### config.mk
export PLATFORM = sky130hd
export DESIGN_NAME = ymodem_packet_receiver_unit
export DESIGN_NICKNAME = d
export VERILOG_FILES = /design/src/hdl/ymr_pkg.sv /design/src/hdl/ymodem_packet_receiver_unit.sv /design/src/hdl/ymr_cfg_regs.sv /design/src/hdl/ymr_core.sv
export SDC_FILE = /design/constraint.sdc
export NUM_CORES = 1
export LEC_CHECK = 0
export BUFFER_PORTS_ARGS = -buffer_cell sky130_fd_sc_hd__buf_2
export CORE_UTILIZATION = 35
export CTS_CLUSTER_DIAMETER = 40
export CTS_CLUSTER_SIZE = 30
export DETAILED_ROUTE_END_ITERATION = 6
export PLACE_DENSITY = 0.53
export SYNTH_ARGS = -nofsm -noshare
export SYNTH_HDL_FRONTEND = slang
export SYNTH_SLANG_ARGS = --single-unit
### constraint.sdc
create_clock -name clock -period 15.4 [get_ports clock]
set_input_delay 0.77 -clock clock [delete_from_list [all_inputs] [get_ports clock]]
set_output_delay 0.77 -clock clock [all_outputs]
set_load 0.005 [all_outputs]
### src/hdl/ymr_pkg.sv
`timescale 1ns / 1ps
// ----------------------------------------------------------------------------
// ymr_pkg
// Shared types, protocol bytes and the CRC helper function of the packet receiver.
// ----------------------------------------------------------------------------
package ymr_pkg;

   localparam logic [7:0] B_SOH = 8'h01;
   localparam logic [7:0] B_STX = 8'h02;
   localparam logic [7:0] B_EOT = 8'h04;
   localparam logic [7:0] B_ACK = 8'h06;
   localparam logic [7:0] B_NAK = 8'h15;
   localparam logic [7:0] B_CAN = 8'h18;
   localparam logic [7:0] B_C   = 8'h43;

   localparam logic [1:0] CMD_BYTE    = 2'd0;
   localparam logic [1:0] CMD_TIMEOUT = 2'd1;
   localparam logic [1:0] CMD_RESTART = 2'd2;
   localparam logic [1:0] CMD_SPARE   = 2'd3;

   localparam logic [1:0] REG_CHECK_SEL  = 2'd0;
   localparam logic [1:0] REG_SIZE_LIMIT = 2'd1;
   localparam logic [1:0] REG_INIT_RETRY = 2'd2;
   localparam logic [1:0] REG_DATA_RETRY = 2'd3;

   localparam logic [3:0] V_NONE      = 4'd0;
   localparam logic [3:0] V_HEADER    = 4'd1;
   localparam logic [3:0] V_DATA      = 4'd2;
   localparam logic [3:0] V_DUP       = 4'd3;
   localparam logic [3:0] V_BAD       = 4'd4;
   localparam logic [3:0] V_EOT       = 4'd5;
   localparam logic [3:0] V_CANCEL    = 4'd6;
   localparam logic [3:0] V_DONE      = 4'd7;
   localparam logic [3:0] V_TOO_LARGE = 4'd8;
   localparam logic [3:0] V_ERRORS    = 4'd9;
   localparam logic [3:0] V_RESYNC    = 4'd10;
   localparam logic [3:0] V_TIMEOUT   = 4'd11;

   localparam int SHORT_PAYLOAD = 128;

   // Frame phase, one-hot.
   typedef enum logic [2:0] {
      FP_OFF  = 3'b001,
      FP_HUNT = 3'b010,
      FP_BODY = 3'b100
   } frame_type;

   // Protocol state, one-hot.
   typedef enum logic [3:0] {
      PS_IDLE = 4'b0001,
      PS_HDR  = 4'b0010,
      PS_DAT  = 4'b0100,
      PS_EOT  = 4'b1000
   } proto_type;

   // Header size parser phase, one-hot.
   typedef enum logic [3:0] {
      HP_NAME   = 4'b0001,
      HP_ZEROS  = 4'b0010,
      HP_DIGITS = 4'b0100,
      HP_DONE   = 4'b1000
   } hparse_type;

   // One decoded event from the input register.
   typedef struct packed {
      logic [1:0] cmd;
      logic [7:0] rx_byte;
   } event_type;

   // One result item.
   typedef struct packed {
      logic        tx_valid;
      logic [7:0]  tx_byte;
      logic        data_valid;
      logic [7:0]  data_byte;
      logic [9:0]  data_index;
      logic        in_file;
      logic [3:0]  verdict;
      logic [31:0] file_size;
   } result_type;

   // Configuration register values.
   typedef struct packed {
      logic        use_crc;
      logic [31:0] size_limit;
      logic [5:0]  initial_retries;
      logic [5:0]  data_retries;
   } cfg_type;

   // One CRC-16/XMODEM byte update, eight bit steps on a 16-bit value.
   function automatic logic [15:0] crc_step(input logic [15:0] c, input logic [7:0] b);
      logic [15:0] v;
      v = c ^ {b, 8'h00};
      for (int i = 0; i < 8; i++) begin
         v = v[15] ? ((v << 1) ^ 16'h1021) : (v << 1);
      end
      return v;
   endfunction

endpackage

### src/hdl/ymodem_packet_receiver_unit.sv
`timescale 1ns / 1ps
// ----------------------------------------------------------------------------
// ymodem_packet_receiver_unit
// YMODEM/XMODEM receiver that turns sender events into handshake and data.
// ----------------------------------------------------------------------------
// Each req_ transaction carries one event: a received byte, a timeout or a
// restart. Each event yields exactly one rsp_ transaction with the handshake
// byte to send, an optional payload byte with its index and in-file flag, a
// packet verdict and, with a header verdict, the parsed file size.
// The event is captured in an input register and evaluated in one pass of
// logic into the result register, which drives rsp_. While rsp_tready is
// high, one event per cycle is sustained; the input register refills whenever
// the result register is free or being drained, so a stalled rsp_ side holds
// at most one result and one queued event before req_tready drops. Reset
// loads the default registers and leaves the receiver inactive until a restart
// event. The csr_ port writes one register per cycle; the user must use it only
// while no event is in flight, as the block does not enforce this.
// ----------------------------------------------------------------------------
module ymodem_packet_receiver_unit
   import ymr_pkg::*;
#(
   parameter int LONG_PAYLOAD = 1024
) (
   input  logic        clock,
   input  logic        reset,
   input  logic        req_tvalid,
   output logic        req_tready,
   input  logic [15:0] req_tdata,   // cmd[1:0], rx_byte[9:2]
   output logic        rsp_tvalid,
   input  logic        rsp_tready,
   output logic [71:0] rsp_tdata,   // tx_valid, tx_byte, data_valid, data_byte,
                                    // data_index, in_file, verdict, file_size
   input  logic        csr_we,
   input  logic [1:0]  csr_index,
   input  logic [31:0] csr_wdata
);

   cfg_type    cfg;
   event_type  ev_ff;
   logic       ev_vld_ff;
   result_type res;
   result_type out_ff;
   logic       out_vld_ff;
   logic       out_free;
   logic       step;

   assign out_free = !out_vld_ff || rsp_tready;
   assign step = ev_vld_ff && out_free;
   assign req_tready = !ev_vld_ff || out_free;

   ymr_cfg_regs u_cfg (
      .clock, .reset, .csr_we, .csr_index, .csr_wdata, .cfg
   );

   ymr_core #(.LONG_PAYLOAD(LONG_PAYLOAD)) u_core (
      .clock, .reset, .ev_valid(step), .ev(ev_ff), .cfg, .res
   );

   // Input register.
   always_ff @(posedge clock) begin
      if (reset) begin
         ev_vld_ff <= 1'b0;
      end else if (req_tready) begin
         ev_vld_ff <= req_tvalid;
      end
      if (req_tready) begin
         ev_ff <= '{cmd: req_tdata[1:0], rx_byte: req_tdata[9:2]};
      end
   end

   // Result register.
   always_ff @(posedge clock) begin
      if (reset) begin
         out_vld_ff <= 1'b0;
      end else if (out_free) begin
         out_vld_ff <= step;
      end
      if (step) begin
         out_ff <= res;
      end
   end

   assign rsp_tvalid = out_vld_ff;
   assign rsp_tdata = {7'b0, out_ff.file_size, out_ff.verdict, out_ff.in_file,
                       out_ff.data_index, out_ff.data_byte, out_ff.data_valid,
                       out_ff.tx_byte, out_ff.tx_valid};

`ifndef SYNTHESIS
   a_hold: assert property (@(posedge clock) disable iff (reset)
      rsp_tvalid && !rsp_tready |=> rsp_tvalid && $stable(rsp_tdata))
      else $error("result changed while stalled");
   a_step_free: assert property (@(posedge clock) disable iff (reset)
      step |=> rsp_tvalid)
      else $error("evaluated event produced no result");
   a_ready: assert property (@(posedge clock) disable iff (reset)
      ev_vld_ff && rsp_tvalid && !rsp_tready |-> !req_tready)
      else $error("accepted an event with no room");
`endif

endmodule

### src/hdl/ymr_cfg_regs.sv
`timescale 1ns / 1ps
// ----------------------------------------------------------------------------
// ymr_cfg_regs
// Configuration register bank written through a plain write port.
// ----------------------------------------------------------------------------
module ymr_cfg_regs
   import ymr_pkg::*;
(
   input  logic        clock,
   input  logic        reset,
   input  logic        csr_we,
   input  logic [1:0]  csr_index,
   input  logic [31:0] csr_wdata,
   output cfg_type     cfg
);

   cfg_type cfg_ff;
   cfg_type cfg_in;

   // Select the register addressed by the write.
   always_comb begin
      cfg_in = cfg_ff;
      if (csr_we) begin
         case (csr_index)
            REG_CHECK_SEL:  cfg_in.use_crc         = csr_wdata[0];
            REG_SIZE_LIMIT: cfg_in.size_limit      = csr_wdata;
            REG_INIT_RETRY: cfg_in.initial_retries = csr_wdata[5:0];
            REG_DATA_RETRY: cfg_in.data_retries    = csr_wdata[5:0];
            default:        cfg_in = cfg_ff;
         endcase
      end
   end

   always_ff @(posedge clock) begin
      if (reset) begin
         cfg_ff <= '{use_crc: 1'b1, size_limit: 32'd1048576,
                     initial_retries: 6'd30, data_retries: 6'd2};
      end else begin
         cfg_ff <= cfg_in;
      end
   end

   assign cfg = cfg_ff;

endmodule

### src/hdl/ymr_core.sv
`timescale 1ns / 1ps
// ----------------------------------------------------------------------------
// ymr_core
// Protocol state and the single-pass next-state logic for one event.
// ----------------------------------------------------------------------------
module ymr_core
   import ymr_pkg::*;
#(
   parameter int LONG_PAYLOAD = 1024
) (
   input  logic       clock,
   input  logic       reset,
   input  logic       ev_valid,
   input  event_type  ev,
   input  cfg_type    cfg,
   output result_type res
);

   localparam int PW = 11;

   frame_type   frame_ff, frame_in;
   proto_type   proto_ff, proto_in;
   hparse_type  hp_ff, hp_in;
   logic [7:0]  sync_ff, sync_in;
   logic [31:0] pnum_ff, pnum_in;
   logic [5:0]  retry_ff, retry_in;
   logic [31:0] count_ff, count_in;
   logic [31:0] limit_ff, limit_in;
   logic        fb_ff, fb_in;
   logic [PW-1:0] pos_ff, pos_in;
   logic        long_ff, long_in;
   logic [7:0]  seq_ff, seq_in;
   logic [7:0]  cpl_ff, cpl_in;
   logic [15:0] run_ff, run_in;
   logic [15:0] rcv_ff, rcv_in;
   logic [31:0] psize_ff, psize_in;

   logic [PW-1:0] len;
   logic [PW-1:0] idx;
   logic [PW-1:0] k;
   logic [15:0]   rcv_final;
   logic          ok_check;
   logic          again;
   logic          is_digit;
   logic [3:0]    digit;
   logic [31:0]   room;
   logic [32:0]   pos_sum;
   logic [7:0]    b;
   logic          bad;

   assign b = ev.rx_byte;
   assign len = long_ff ? PW'(LONG_PAYLOAD) : PW'(SHORT_PAYLOAD);
   assign idx = pos_ff - PW'(2);
   assign k = pos_ff - PW'(2) - len;
   assign is_digit = (b >= 8'h30) && (b <= 8'h39);
   assign digit = 4'(b - 8'h30);
   assign room = limit_ff - count_ff;
   assign pos_sum = {1'b0, count_ff} + 33'(idx);

   // Next state and result for one event.
   always_comb begin
      frame_in = frame_ff; proto_in = proto_ff; hp_in = hp_ff;
      sync_in = sync_ff; pnum_in = pnum_ff; retry_in = retry_ff;
      count_in = count_ff; limit_in = limit_ff; fb_in = fb_ff;
      pos_in = pos_ff; long_in = long_ff; seq_in = seq_ff; cpl_in = cpl_ff;
      run_in = run_ff; rcv_in = rcv_ff; psize_in = psize_ff;
      res = '0;
      again = 1'b0;
      bad = 1'b0;
      rcv_final = cfg.use_crc ? {rcv_ff[15:8], b} : {8'h00, b};
      ok_check = cfg.use_crc ? (rcv_final == run_ff) : (rcv_final[7:0] == run_ff[7:0]);
      if (ev_valid) begin
         if (ev.cmd == CMD_RESTART) begin
            pnum_in = '0;
            sync_in = cfg.use_crc ? B_C : B_NAK;
            limit_in = cfg.size_limit;
            retry_in = cfg.initial_retries;
            count_in = '0;
            proto_in = PS_IDLE;
            fb_in = 1'b0;
            pos_in = '0;
            frame_in = FP_HUNT;
            res.tx_valid = 1'b1;
            res.tx_byte = sync_in;
         end else if (frame_ff != FP_OFF && ev.cmd == CMD_TIMEOUT) begin
            if (proto_ff == PS_EOT) begin
               sync_in = B_CAN; frame_in = FP_OFF; res.verdict = V_DONE;
            end else if (proto_ff == PS_HDR) begin
               sync_in = cfg.use_crc ? B_C : B_NAK;
               frame_in = FP_HUNT;
               res.tx_valid = 1'b1; res.tx_byte = sync_in; res.verdict = V_RESYNC;
            end else if (count_ff == limit_ff && !fb_ff) begin
               sync_in = B_CAN; frame_in = FP_OFF;
               res.tx_valid = 1'b1; res.tx_byte = B_CAN; res.verdict = V_TOO_LARGE;
            end else begin
               bad = 1'b1; res.verdict = V_TIMEOUT;
            end
         end else if (frame_ff == FP_HUNT && ev.cmd == CMD_BYTE) begin
            if (b == B_STX || b == B_SOH) begin
               long_in = (b == B_STX); frame_in = FP_BODY; pos_in = '0;
               run_in = '0; rcv_in = '0; hp_in = HP_NAME; psize_in = '0;
            end else if (b == B_CAN) begin
               sync_in = B_ACK; frame_in = FP_OFF; res.verdict = V_CANCEL;
            end else if (b == B_EOT) begin
               sync_in = B_ACK; proto_in = PS_EOT;
               res.tx_valid = 1'b1; res.tx_byte = B_ACK; res.verdict = V_EOT;
            end
         end else if (frame_ff == FP_BODY && ev.cmd == CMD_BYTE) begin
            pos_in = pos_ff + PW'(1);
            if (pos_ff == PW'(0)) begin
               seq_in = b;
            end else if (pos_ff == PW'(1)) begin
               cpl_in = b;
            end else if (pos_ff < PW'(2) + len) begin
               run_in = cfg.use_crc ? crc_step(run_ff, b) : {8'h00, run_ff[7:0] + b};
               case (hp_ff)
                  HP_NAME: if (b == 8'h00) hp_in = (idx == PW'(0)) ? HP_DONE : HP_ZEROS;
                  HP_ZEROS: begin
                     if (b != 8'h00) begin
                        if (is_digit) begin
                           psize_in = 32'(digit); hp_in = HP_DIGITS;
                        end else begin
                           hp_in = HP_DONE;
                        end
                     end
                  end
                  HP_DIGITS: begin
                     if (is_digit) psize_in = (psize_ff << 3) + (psize_ff << 1) + 32'(digit);
                     else hp_in = HP_DONE;
                  end
                  default: hp_in = hp_ff;
               endcase
               res.data_valid = 1'b1;
               res.data_byte = b;
               res.data_index = idx[9:0];
               res.in_file = pos_sum < {1'b0, limit_ff};
            end else if (cfg.use_crc && k == PW'(0)) begin
               rcv_in = {b, 8'h00};
            end else begin
               rcv_in = rcv_final;
               // Packet complete: sequence, check and numbering.
               if (seq_ff != ~cpl_ff || !ok_check) begin
                  bad = 1'b1; res.verdict = V_BAD;
               end else if (seq_ff == 8'(pnum_ff - 32'd1) &&
                            !(seq_ff == 8'h00 && pnum_ff == 32'd1 && !fb_ff)) begin
                  frame_in = FP_HUNT;
                  res.tx_valid = 1'b1; res.tx_byte = sync_ff; res.verdict = V_DUP;
               end else begin
                  logic [31:0] pn;
                  logic        fb;
                  pn = pnum_ff; fb = fb_ff;
                  if (seq_ff == 8'h00 && pnum_ff == 32'd1 && !fb_ff) begin
                     pn = '0; again = 1'b1;
                  end
                  if (seq_ff != pn[7:0]) begin
                     if (pn == '0 && seq_ff == 8'h01) begin
                        pn = 32'd1; fb = 1'b1;
                     end else begin
                        bad = 1'b1; res.verdict = V_BAD;
                     end
                  end
                  if (!bad) begin
                     fb_in = fb;
                     sync_in = B_ACK; frame_in = FP_HUNT;
                     res.tx_valid = 1'b1; res.tx_byte = B_ACK;
                     pnum_in = pn + 32'd1;
                     if (pn == '0 && !fb && (proto_ff == PS_IDLE || again)) begin
                        res.file_size = (hp_ff == HP_DIGITS || hp_ff == HP_DONE) ?
                                        psize_ff : 32'd0;
                        if (res.file_size != '0) begin
                           proto_in = PS_HDR; limit_in = res.file_size;
                        end else begin
                           proto_in = PS_EOT;
                        end
                        res.verdict = V_HEADER;
                     end else begin
                        retry_in = cfg.data_retries;
                        proto_in = PS_DAT;
                        if (count_ff < limit_ff)
                           count_in = count_ff + ((32'(len) < room) ? 32'(len) : room);
                        res.verdict = V_DATA;
                     end
                  end
               end
            end
         end
         // Spend a retry, or give up when the budget is gone.
         if (bad) begin
            res.tx_valid = 1'b1;
            if (retry_ff <= 6'd1) begin
               retry_in = '0; sync_in = B_CAN; frame_in = FP_OFF;
               res.tx_byte = B_CAN; res.verdict = V_ERRORS;
            end else begin
               retry_in = retry_ff - 6'd1; frame_in = FP_HUNT;
               res.tx_byte = sync_ff;
            end
         end
      end
   end

   always_ff @(posedge clock) begin
      if (reset) begin
         frame_ff <= FP_OFF; proto_ff <= PS_IDLE; hp_ff <= HP_NAME;
         sync_ff <= B_C; pnum_ff <= '0; retry_ff <= 6'd30;
         count_ff <= '0; limit_ff <= 32'd1048576; fb_ff <= 1'b0;
         pos_ff <= '0; long_ff <= 1'b0; seq_ff <= '0; cpl_ff <= '0;
         run_ff <= '0; rcv_ff <= '0; psize_ff <= '0;
      end else begin
         frame_ff <= frame_in; proto_ff <= proto_in; hp_ff <= hp_in;
         sync_ff <= sync_in; pnum_ff <= pnum_in; retry_ff <= retry_in;
         count_ff <= count_in; limit_ff <= limit_in; fb_ff <= fb_in;
         pos_ff <= pos_in; long_ff <= long_in; seq_ff <= seq_in; cpl_ff <= cpl_in;
         run_ff <= run_in; rcv_ff <= rcv_in; psize_ff <= psize_in;
      end
   end

`ifndef SYNTHESIS
   a_frame_onehot: assert property (@(posedge clock) disable iff (reset) $onehot(frame_ff))
      else $error("frame phase not one-hot");
   a_count_limit: assert property (@(posedge clock) disable iff (reset)
      ev_valid && res.verdict == V_DATA |=> count_ff <= limit_ff || $stable(count_ff))
      else $error("byte count passed the file limit");
   a_restart_hunt: assert property (@(posedge clock) disable iff (reset)
      ev_valid && ev.cmd == CMD_RESTART |=> frame_ff == FP_HUNT && count_ff == '0)
      else $error("restart did not start hunting");
`endif

endmodule
Word-level counts from Yosys, hierarchy flattened
Index checks and enable logic that the tools add are counted.

Flip-flop bits (word level): 336. Bits of input ports: 55. Output and inout port bits: 74. Word-level logic and storage cells: 505.

$add $sub $neg: 14. $lt $le $gt $ge: 7. Equality and inequality tests: 76. Mux-type cells: 290. Bitwise logic cells: 17. Reduce and logical (&&, ||, !) cells: 69.

Operators with widths (number): 32-bit two-way mux (78); 16-bit two-way mux (14); 65-bit two-way mux (3); 8-bit two-way mux (22); 4-bit two-way mux (38); 36-bit two-way mux (4); 9-bit two-way mux (13); 13-bit two-way mux (8); 6-bit two-way mux (14); 11-bit two-way mux (6); 32-bit adder (2); 32-bit logical NOT (2); 1-bit two-way mux (64); 32-bit case mux with 2 select lines (1); 3-bit two-way mux (19); 3-bit by 2-bit != test with 1-bit output (second input constant) (14); 13-bit AND reduction (3); 3-bit by 1-bit != test with 1-bit output (second input constant) (12); 12-bit AND reduction (3); 32-bit by 11-bit adder with 33-bit output (1); 11-bit logical NOT (3); 33-bit by 32-bit < comparator with 1-bit output (1); 32-bit by 1-bit adder with 32-bit output (second input constant) (1); 32-bit by 4-bit adder with 32-bit output (1); other kinds (71) (146).

Logic depth before layout (Yosys ltp)
Gate-level depths: netlist (run 1).

Word-level depth: 48. Depth in mapped cells: 34. Gate-level depth less buffers: 33.

By module
From an unflattened synthesis (run 1), not the netlist that was laid out.

Cell total of the unflattened synthesis: 2808. Area, all modules: 22869.4 sq um.

Modules (own cells, without submodules): ymr_core (instances 1, cells each 2525, area an instance 18514.0 sq um, seq. area each 4124.0 sq um); ymodem_packet_receiver_unit (instances 1, cells each 92, area an instance 2402.3 sq um, seq. area each 2292.2 sq um); ymr_cfg_regs (instances 1, cells each 191, area an instance 1953.1 sq um, seq. area each 900.9 sq um).

Worst setup path before layout (run 1)
Ideal clock, no wire load.

Path type: reg-to-reg. From: register u_core.count_ff[3]. To: register u_core.count_ff[30]. Setup time: 0.127 ns. Arrival time: 6.521 ns. Data required time: 15.273 ns. Setup slack: 8.752 ns. Cell stages (with the launch flop): 33. Path buffers: 1. Clock period less this slack: 6.648 ns. Cell sequence: dfxtp_1 inv_1 ha_1 o21ai_0 a21oi_1 o21ai_1 xor2_1 ha_1 and4_1 o21ai_0 o41ai_1 a41oi_1 a31o_1 or4_1 a211oi_1 nand4_2 clkbuf_1 nand2_1 o21ai_0 ha_1 a21oi_1 o21a_1 o21ai_0 a211o_1 a21oi_1 nor3_1 a211oi_1 and3b_1 o31ai_1 a21oi_1 o21ai_0 xnor2_1 o21ai_0.

Longest elaborated chain between the ends: 17. Elaborated cells on any way between the ends: 20. Classes of those cells: add/sub: 2; order compare: 2; mux: 14; reduce/logical: 2.

Ends and longest elaborated chain: start: declaration (RTL line ymr_core.sv:27) `logic [31:0] count_ff, count_in;`; start signal: assignment (RTL line ymr_core.sv:211) `count_ff <= count_in; limit_ff <= limit_in; fb_ff <= fb_in;`; 32-bit subtractor (RTL line ymr_core.sv:57) `assign room = limit_ff - count_ff;`; 11-bit by 32-bit < comparator with 1-bit output (RTL line ymr_core.sv:180) `count_in = count_ff + ((32'(len) < room) ? 32'(len) : room);`; 32-bit two-way mux (RTL line ymr_core.sv:180); 32-bit adder (RTL line ymr_core.sv:180); 32-bit two-way mux (RTL line ymr_core.sv:179) `if (count_ff < limit_ff)`; 32-bit two-way mux (RTL line ymr_core.sv:167) `if (pn == '0 && !fb && (proto_ff == PS_IDLE || again)) begin`; 32-bit two-way mux (RTL line ymr_core.sv:162) `if (!bad) begin`; 32-bit two-way mux (RTL line ymr_core.sv:144) `end else if (seq_ff == 8'(pnum_ff - 32'd1) &&`; 32-bit two-way mux (RTL line ymr_core.sv:142) `if (seq_ff != ~cpl_ff || !ok_check) begin`; 32-bit two-way mux (RTL line ymr_core.sv:137) `end else if (cfg.use_crc && k == PW'(0)) begin`; 32-bit two-way mux (RTL line ymr_core.sv:114) `end else if (pos_ff < PW'(2) + len) begin`; 32-bit two-way mux (RTL line ymr_core.sv:112) `end else if (pos_ff == PW'(1)) begin`; 32-bit two-way mux (RTL line ymr_core.sv:110) `if (pos_ff == PW'(0)) begin`; 32-bit two-way mux (RTL line ymr_core.sv:108) `end else if (frame_ff == FP_BODY && ev.cmd == CMD_BYTE) begin`; 32-bit two-way mux (RTL line ymr_core.sv:98) `end else if (frame_ff == FP_HUNT && ev.cmd == CMD_BYTE) begin`; 32-bit two-way mux (RTL line ymr_core.sv:85) `end else if (frame_ff != FP_OFF && ev.cmd == CMD_TIMEOUT) begin`; 32-bit two-way mux (RTL line ymr_core.sv:73) `if (ev.cmd == CMD_RESTART) begin`.

Several ways; a longest one is shown, not always the timed one. The select of a mux whose other input is x is not followed. A chain may end at the register's enable or synchronous reset.

Final worst setup path (run 1)
Same ends and word-level chain as after synthesis.

==> flow_metrics.py, run 1 <==
metrics = {
    "global_route": {
        "overflow": 0,
        "grt_pass1_wl_um": 111500,
        "grt_pass1_vias": 19867,
        "grt_usage": 0.2106,
        "antenna_found_initial": 5,
        "grt_start_max_net_pins": 93,
    },
    "power_and_ir_drop": {
        "p_switching_mw": 0.6493,
        "p_int_mw": 1.779,
        "power_mw": 2.429,
        "switching_share": 0.2674,
        "power.leakage_nw": 10.44,
        "power.density_nw_per_um2": 93.77,
        "p_clk_frac": 0.547,
        "seqPwrFrac": 0.375,
        "comb_power_share": 0.077,
        "ir_drop_uv": 79.42,
    },
    "yosys": {
        "yosys.area.top_type": "dfxtp_1",
        "synth_most_common_cell": "nor2_1",
        "synth_cells": 2832,
        "ys_warn_count": 0,
        "ys_ff_latch": 328,
        "synth.distinct_cells": 100,
        "synth_edf_count": 75,
        "synthTopCellsByCount": "387 x nor2_1, 291 x a21oi_1, 272 x nand2_1",
        "synth.avg_cell_area_sq_um": 7.943,
        "synthArstFlopShare": 0,
        "syn_area_sq_um": 22500,
        "synth_area_leaders": "dfxtp_1 23%, ha_1 10%, edfxtp_1 10%, a21oi_1 6.5%, nor2_1 6.5%",
        "synth_seq_area_share": 0.3253,
        "post-synth-top-area-fraction": 0.2252,
        "synthFlopType": "dfxtp_1",
    },
    "status": {
        "status": "finished clean",
    },
    "clock_network": {
        "post_cts_buffers": 0,
        "cts_buffers": 60,
        "ctsResizeCount": 0,
        "clk_pin_slew_ns": 0.05,
        "clk_path_buf_depth": 3,
        "worstSkewPairLatency_ns": 0.62,
        "hold_buffers": 0,
        "cts_tree": "done",
        "ctsHtreeMaxLevel": 2,
        "cts-root-buf": "clkbuf_16",
        "clock_sinks": 328,
    },
    "final_layout": {
        "area_delta_synth_final_pct": 15.14,
        "n_fill_cell": 6538,
        "fin_nets": 3163,
        "drive_gt1_frac": 0.1021,
    },
    "setup_path": {
        "reg2reg_depth": 31,
        "crit_arrival_ns": 9.34,
        "cpPeakStageDelay_ns": 0.61,
        "worstPathMaxFanout": 16,
        "cp.required_ns": 15.87,
        "endpoint_kind": "flip-flop",
        "cp_slowest_cell": "nand4_2",
        "crit_type": "reg -> reg",
        "critPathLaunchType": "flip-flop",
    },
    "worst_hold_path": {
        "hp-class": "in -> reg",
        "min_path_cells": 1,
    },
    "timing": {
        "tns_ns": 0,
        "fmax_mhz": 112.8,
        "period_minus_slack_ns": 8.869,
        "slew-limit-headroom": 0.2601,
        "finalHoldViolCount": 0,
        "whs_ns": 0.3242,
        "tightest_slew_ns": 1.106,
        "rsz0062_at_grt": "false",
        "fin_crit_sh": 0.5759,
        "slew_violations": 0,
        "fin_skew_ns": 0.02260,
        "fin_ws_ns": 6.531,
        "setup_viol": 0,
    },
    "floorplan": {
        "start_util": 0.3553,
        "die_y_um": 255.5,
        "die_area_sq_um": 65290,
        "rows": 92,
        "core-area_sq_um": 63310,
        "die_x_um": 255.5,
        "ioPinCount": 129,
    },
    "detailed_routing": {
        "avgRoutedWirePerCell_um": 18.43,
        "first_pass_iters": 5,
        "drc": 0,
        "drt_wl_total_um": 70290,
        "antenna_left": 0,
        "drt_iter0_markers": 1174,
        "viasPerCell": 5.407,
        "vias": 20623,
    },
    "placed_design": {
        "gp_congestion": 0.9321,
        "dp_hpwl_um": 52190,
        "io_buffers": 115,
        "place_ws_ns": 6.771,
    },
    "run": {
        "drv_cap": 0,
    },
}
==> cell families (layout without fill, tap and decap cells) <==
family / count (synthesis) / count (layout) / synth area share
simple gates: 1100 / 1100 / 0.2338
xor+xnor: 171 / 171 / 0.06719
compound gates: 730 / 730 / 0.1994
mux: 36 / 36 / 0.01613
fa+ha+maj: 193 / 193 / 0.1093
other cells: 1 / 28 / 0.0001667
flops: 328 / 328 / 0.3253
buf+inv: 273 / 382 / 0.04867
==> per-stage QoR <==
stage,utilization,instance area [sq um],instances
after CTS,0.4091,25900,3813
after detailed placement,0.3765,23840,3699
after global routing,0.4091,25900,3814
after global placement,0.3765,23840,3699
final,0.4091,25900,3814
after floorplan,-,22590,2858
==> layout by cell type (no fill, tap or decap), types with 54 or more instances in the layout <==
master,n
nor2_1,387
a21oi_1,291
nand2_1,272
dfxtp_1,253
ha_1,187
o21ai_0,133
inv_1,127
buf_2,114
xnor2_1,111
nor3_1,87
edfxtp_1,75
nand3_1,62
clkbuf_16,61
xor2_1,59
a211oi_1,54
==> power by group through the flow <==
stage,Sequential [mW],Combinational (mW),Clock [mW]
6_report,0.912,0.188,1.33
3_5_place_dp,0.929,0.186,0
3_3_place_gp,0.929,0.185,0
2_1_floorplan,0.924,0.126,0
4_1_cts,0.912,0.187,1.36
5_1_grt,0.913,0.206,1.40
==> worst max-delay path: cells and delay by family (launching register included) <==
family                     cells  cell delay [ns]
DFF                            1             0.43
adders and majority gates      3             1.00
buffers and inverters          1             0.07
and+or+nand+nor                7             2.65
AOI/OAI and AO/OA             18             4.19
xor gates and xnor gates       2             0.37
==> cell type report <==
cell class | instances | area, sq um | area share
Antenna cell | 1 | 2.502 | 0.00009661
Multi-Input combinational cell | 2257 | 14210 | 0.5486
Sequential cell | 328 | 7317 | 0.2825
Tap cell | 846 | 1059 | 0.04087
Inverter | 128 | 481.7 | 0.01860
Clock inverter | 49 | 510.5 | 0.01971
Timing Repair Buffer | 140 | 769.5 | 0.02971
Clock buffer | 65 | 1551 | 0.05990
==> flip-flops by register name, summed over array words and instances, names as in the netlist, 10 cells and up <==
name and cells:
u_core.count_ff 32, u_core.run_ff 16, u_core.limit_ff 32, u_cfg.cfg 45
u_core.pnum_ff 32, u_core.psize_ff 32, rsp_tdata 65, u_core.pos_ff 11
ev_ff 10
==> path summary, 6_finish.rpt <==
| kind | start | to | slack, ns |
|---|---|---|---|
| max reg2reg | u_core.count_ff[3] | u_core.count_ff[30] | 6.53 |
| max | u_core.count_ff[3] | u_core.count_ff[30] | 6.53 |
| min | req_tdata[6] | ev_ff[4] | 0.32 |
| min reg2reg | u_core.sync_ff[7] | u_core.sync_ff[7] | 0.43 |
==> per-layer routing <==
layer,part of all wire,GRT usage,wire length [um]
met5,0.00071,0,50
met4,0.019,0.05389,1351
met3,0.051,0.03377,3610
met2,0.44,0.3323,31040
met1,0.49,0.2973,34230
Power figures use the tool's default switching activity.
==> run 2: changes to the inputs <==
Settings changed: PLACE_DENSITY 0.53 to 0.54.
Clock period 15.4 ns to 7.9 ns, I/O delays scaled along.
==> run 2 against run 1 <==
Against the previous run: routed wire length barely moved; fmax rose by 22%; first-iteration DRC count rose by 23%; setup slack got worse by 5.9 ns; via count rose by 1.0%; largest cell class unchanged; largest power group unchanged; register-to-register slack got worse by 5.9 ns; clock-buffer cell count rose by 37; critical path type unchanged; critical endpoint unchanged.
==> flow_metrics.py, run 2 (synthesis gave the netlist of run 1 again) <==
metrics = {
    "status": {
        "status": "finished clean",
    },
    "clock_network": {
        "ctsHtreeMaxLevel": 3,
        "cts-root-buf": "clkbuf_16",
        "clock_sinks": 328,
        "clk_pin_slew_ns": 0.04,
        "worstSkewPairLatency_ns": 0.61,
        "cts_tree": "done",
        "cts_buffers": 71,
        "clk_path_buf_depth": 3,
    },
    "timing": {
        "fin_crit_sh": 0.9191,
        "tns_ns": 0,
        "whs_ns": 0.04108,
        "period_minus_slack_ns": 7.261,
        "tightest_slew_ns": 1.142,
        "rsz0062_at_grt": "false",
        "fmax_mhz": 137.7,
        "finalHoldViolCount": 0,
        "slew_violations": 0,
        "slew-limit-headroom": 0.2389,
        "setup_viol": 0,
        "fin_skew_ns": 0.02891,
    },
    "detailed_routing": {
        "first_pass_iters": 6,
        "viasPerCell": 5.410,
        "drt_wl_total_um": 70230,
        "drt_iter0_markers": 1439,
        "vias": 20838,
        "antenna_left": 0,
        "avgRoutedWirePerCell_um": 18.23,
        "drc": 0,
    },
    "placed_design": {
        "gp_congestion": 0.9130,
        "dp_hpwl_um": 51870,
        "io_buffers": 115,
    },
    "power_and_ir_drop": {
        "ir_drop_uv": 141.0,
        "power_mw": 5.097,
        "power.leakage_nw": 10.73,
        "power.density_nw_per_um2": 192.8,
    },
    "worst_hold_path": {
        "hp-class": "in -> reg",
    },
    "run": {
        "drv_cap": 0,
    },
    "floorplan": {
        "core-area_sq_um": 63310,
        "ioPinCount": 129,
        "die_x_um": 255.5,
        "die_area_sq_um": 65290,
        "start_util": 0.3553,
        "die_y_um": 255.5,
        "rows": 92,
    },
    "global_route": {
        "grt_start_max_net_pins": 116,
        "antenna_found_initial": 5,
        "grt_pass1_wl_um": 111100,
        "grt_pass1_vias": 20253,
        "grt_usage": 0.2110,
        "overflow": 0,
    },
    "final_layout": {
        "n_fill_cell": 6481,
        "drive_gt1_frac": 0.1072,
        "seq_area_sq_um": 7317,
        "layout_commonest_cell": "nor2_1",
        "final_core_util": 0.4176,
        "multi_input_area_sq_um": 14220,
        "fin_nets": 3192,
        "area_delta_synth_final_pct": 17.53,
        "largest_reg_flops": 65,
        "final_cell_mix": "387 x nor2_1, 291 x a21oi_1, 272 x nand2_1",
    },
    "setup_path": {
        "crit_arrival_ns": 7.71,
        "cp.required_ns": 8.35,
        "crit_type": "reg -> reg",
        "cpPeakStageDelay_ns": 0.42,
        "worstPathMaxFanout": 16,
        "critPathLaunchType": "flip-flop",
        "cp_slowest_cell": "or4_1",
        "endpoint_kind": "flip-flop",
    },
}
[run 2: changes by cell type in the layout (fill, tap and decap cells not counted), sizes merged, moves of 4 or more]
cell	previous run	this run
dlygate4sd3	0	11
clkinvlp	6	2
clkbuf	65	102
inv	146	135
buf	140	147
[run 2: repair_timing]
action,CTS,global route
hold buffers,11,0
endpoints found under the setup margin,0,1
resized for setup,0,2
endpoints found under the hold margin,11,0
setup buffers,0,0
[run 2: routing by layer]
| metal | global-route usage | wire length (um) |
|---|---|---|
| met1 | 0.2902 | 33470 |
| met2 | 0.3294 | 30830 |
| met3 | 0.03733 | 3892 |
| met4 | 0.07618 | 2000 |
| met5 | 0 | 34 |
[run 2: layout make-up]
type	count	area share
antenna	3	0.0002840
tap	846	0.04004
multi-input combinational	2257	0.5379
clock buffer	102	0.08055
timing repair buffer	158	0.03573
sequential	328	0.2768
inverter	128	0.01822
clock inverter	30	0.01055
[run 2: worst paths after layout]
| check | from | endpoint | slack (ns) | depth (start not counted) |
|---|---|---|---|---|
| max | u_core.count_ff[3] | u_core.count_ff[30] | 0.64 | 32 |
| min | req_tvalid | ev_vld_ff | 0.04 | 3 |
| max reg2reg | u_core.count_ff[3] | u_core.count_ff[30] | 0.64 | 32 |
| min reg2reg | u_core.sync_ff[5] | u_core.sync_ff[5] | 0.44 | 2 |
[run 2: through the flow]
stage                     instance area [sq um]  setup WS, ns  cells
after CTS                                 26420        0.5526   3849
after floorplan                           22590         1.252   2858
after global routing                      26440       0.07273   3851
final                                     26440        0.6388   3852
after global placement                    23900        0.5287   3706
after detailed placement                  23900        0.6067   3706
[run 2: where the power goes]
part	total, mW	internal (mW)	switching (mW)
clock	2.94	1.95	0.995
combinational	0.374	0.134	0.240
sequential	1.78	1.75	0.0266
total	5.10	3.84	1.26
[run 2: critical path, delay by kind of cell (launching register included)]
| family | cells | cell delay, ns |
|---|---|---|
| AND/OR/NAND/NOR | 7 | 1.77 |
| XOR/XNOR | 2 | 0.32 |
| buffers and inverters | 2 | 0.27 |
| adder cells (fa/ha/maj) | 3 | 0.97 |
| AO/OA/AOI/OAI | 18 | 3.40 |
| flip-flops | 1 | 0.39 |
==> run 3: changes to the inputs <==
Settings changed: CORE_MARGIN set to 8, SYNTH_HIERARCHICAL set to 1.
==> run 3 against run 2 <==
Against the previous run: area after synthesis rose by 1.7%; setup slack got worse by 0.037 ns; fmax fell by 0.50%; global-route usage fell by 3.0 points; sequential power barely moved; final area rose by 0.32%; utilization fell by 0.69 points; non-clock buffer count fell by 1; register-to-register slack got worse by 0.04 ns; clock power fell by 10%; synthesized cell count fell by 0.85%; largest cell class unchanged.
==> flow_metrics.py, run 3 <==
metrics = {
    "clock_network": {
        "clk_pin_slew_ns": 0.06,
        "ctsHtreeMaxLevel": 2,
        "clk_path_buf_depth": 3,
        "cts_tree": "done",
        "worstSkewPairLatency_ns": 0.63,
        "cts-root-buf": "clkbuf_16",
        "cts_buffers": 59,
        "clock_sinks": 328,
    },
    "run": {
        "drv_cap": 0,
    },
    "placed_design": {
        "gp_congestion": 0.9042,
        "dp_hpwl_um": 51210,
        "io_buffers": 115,
        "place_ws_ns": 0.3355,
    },
    "timing": {
        "setup_viol": 0,
        "fin_skew_ns": 0.05222,
        "tightest_slew_ns": 1.055,
        "slew_violations": 0,
        "slew-limit-headroom": 0.2907,
        "period_minus_slack_ns": 7.298,
        "fmax_mhz": 137.0,
        "finalHoldViolCount": 0,
        "fin_crit_sh": 0.9238,
        "fin_ws_ns": 0.6023,
    },
    "yosys": {
        "synthArstFlopShare": 0,
        "synth_edf_count": 75,
        "post-synth-top-area-fraction": 0.2215,
        "synth_area_leaders": "dfxtp_1 22%, ha_1 10%, edfxtp_1 9.8%, nor2_1 5.5%, a21oi_1 5.5%",
        "synth_most_common_cell": "nor2_1",
        "synth.distinct_cells": 81,
        "synth_cells": 2808,
        "synth_seq_area_share": 0.3199,
        "syn_area_sq_um": 22870,
        "yosys.area.top_type": "dfxtp_1",
        "ys_ff_latch": 328,
        "synthTopCellsByCount": "337 x nor2_1, 253 x dfxtp_1, 250 x a21oi_1",
        "synth.avg_cell_area_sq_um": 8.144,
        "ys_warn_count": 6,
        "synthFlopType": "dfxtp_1",
    },
    "detailed_routing": {
        "drc": 0,
        "vias": 20810,
        "viasPerCell": 5.462,
        "drt_wl_total_um": 69640,
        "antenna_left": 0,
        "first_pass_iters": 5,
        "drt_iter0_markers": 1498,
        "avgRoutedWirePerCell_um": 18.28,
    },
    "final_layout": {
        "layout_commonest_cell": "nor2_1",
        "area_delta_synth_final_pct": 15.98,
        "final_cell_mix": "336 x nor2_1, 253 x dfxtp_1, 248 x a21oi_1",
        "insertedDiodeCount": 0,
        "largest_reg_flops": 65,
        "fin_nets": 3153,
        "drive_gt1_frac": 0.09814,
    },
    "setup_path": {
        "cp_slowest_cell": "a2111o_1",
        "cpPeakStageDelay_ns": 0.47,
        "crit_start": "u_core/limit_ff[0]",
        "critPathLaunchType": "flip-flop",
        "cp.required_ns": 8.34,
        "crit_arrival_ns": 7.74,
        "cp_common_cell": "a21o_1",
        "r2r_slack_ns": 0.60,
        "r2r_start": "u_core/limit_ff[0]",
        "reg2reg_depth": 35,
        "critPathCapture": "u_core/count_ff[29]",
        "endpoint_kind": "flip-flop",
        "r2r_end": "u_core/count_ff[29]",
        "worstPathMaxFanout": 7,
        "crit_type": "reg -> reg",
    },
    "floorplan": {
        "start_util": 0.3541,
        "die_x_um": 271.6,
        "die_y_um": 271.6,
        "rows": 93,
        "core-area_sq_um": 64580,
        "die_area_sq_um": 73780,
        "ioPinCount": 129,
    },
    "global_route": {
        "antenna_found_initial": 0,
        "overflow": 0,
        "grt_pass1_vias": 20339,
        "grt_start_max_net_pins": 173,
        "grt_usage": 0.1810,
        "grt_pass1_wl_um": 110800,
    },
    "power_and_ir_drop": {
        "ir_drop_uv": 203.7,
        "power.leakage_nw": 10.93,
        "power_mw": 4.790,
        "power.density_nw_per_um2": 180.6,
    },
    "status": {
        "status": "finished clean",
    },
    "worst_hold_path": {
        "hp-class": "in -> reg",
    },
}
-- run 3: cell families (layout without fill, tap and decap cells) --
family / after synthesis / count (layout) / share of synthesized area
other: 2 / 27 / 0.0003284
adders and majority gates: 193 / 193 / 0.1076
DFF: 328 / 328 / 0.3199
and+or+nand+nor: 1044 / 1044 / 0.2248
xor gates and xnor gates: 173 / 173 / 0.06625
AOI/OAI and AO/OA: 715 / 715 / 0.1981
muxes: 82 / 82 / 0.03605
buffers and inverters: 271 / 393 / 0.04700
-- run 3: power breakdown --
| part | switching [mW] | internal (mW) |
|---|---|---|
| clock network | 0.935 | 1.71 |
| logic | 0.233 | 0.144 |
| registers | 0.0230 | 1.75 |
-- run 3: worst min path at each step --
| stage | slack, ns | cells past startpoint | startpoint | endpoint |
|---|---|---|---|---|
| 2_1_floorplan | 0.42 | 2 | u_core/sync_ff[0] | u_core/sync_ff[0] |
| 3_3_place_gp | 0.43 | 2 | u_core/sync_ff[0] | u_core/sync_ff[0] |
| 3_5_place_dp | 0.45 | 1 | u_core/sync_ff[5] | u_core/sync_ff[5] |
| 4_1_cts | 0.004 | 3 | csr_wdata[13] | u_cfg/cfg[25] |
| 5_1_grt | 0.03 | 3 | csr_wdata[7] | u_cfg/cfg[19] |
| 6_report | 0.03 | 3 | csr_wdata[6] | u_cfg/cfg[18] |
-- run 3: worst max-delay path, delay by kind of cell (launching register included) --
family | cells | cell delay [ns]
AOI/OAI and AO/OA | 17 | 3.19
and+or+nand+nor | 10 | 1.76
adders and majority gates | 4 | 1.23
DFF | 1 | 0.38
xor gates and xnor gates | 2 | 0.34
buffers and inverters | 2 | 0.24
-- run 3: stage by stage --
step	hold slack [ns]	instance area (sq um)	util	instances	setup TNS, ns
6_report	0.03094	26520	0.4107	3810	0
3_3_place_gp	0.4278	24280	0.3760	3686	0
4_1_cts	0.003796	26470	0.4099	3808	0
5_1_grt	0.02586	26520	0.4107	3810	-0.2656
3_5_place_dp	0.4485	24280	0.3760	3686	0
2_1_floorplan	0.4156	22960	-	2833	0
-- run 3: metal layers --
layer,vias up,track usage,part of all wire
met5,-,0,0
met4,0,0.05381,0.025
met3,102,0.02576,0.049
met2,559,0.2850,0.44
met1,9911,0.2547,0.49
li1,10238,-,-
-- run 3: cell type report --
| cell class | instances | area [sq um] |
|---|---|---|
| Tap cell | 855 | 1070 |
| Sequential cell | 328 | 7317 |
| Fill cell | 6464 | 38060 |
| Clock buffer | 69 | 1544 |
| Inverter | 125 | 469.2 |
| Clock inverter | 42 | 533.0 |
| Timing Repair Buffer | 157 | 937.1 |
| Multi-Input combinational cell | 2234 | 14650 |
-- run 3: repair_timing --
| item | in CTS | in global routing |
|---|---|---|
| resized for setup | 0 | 10 |
| hold buffers | 11 | 0 |
| hold endpoints to repair | 11 | 0 |
| buffers inserted | 0 | 2 |
| setup endpoints to repair | 0 | 8 |
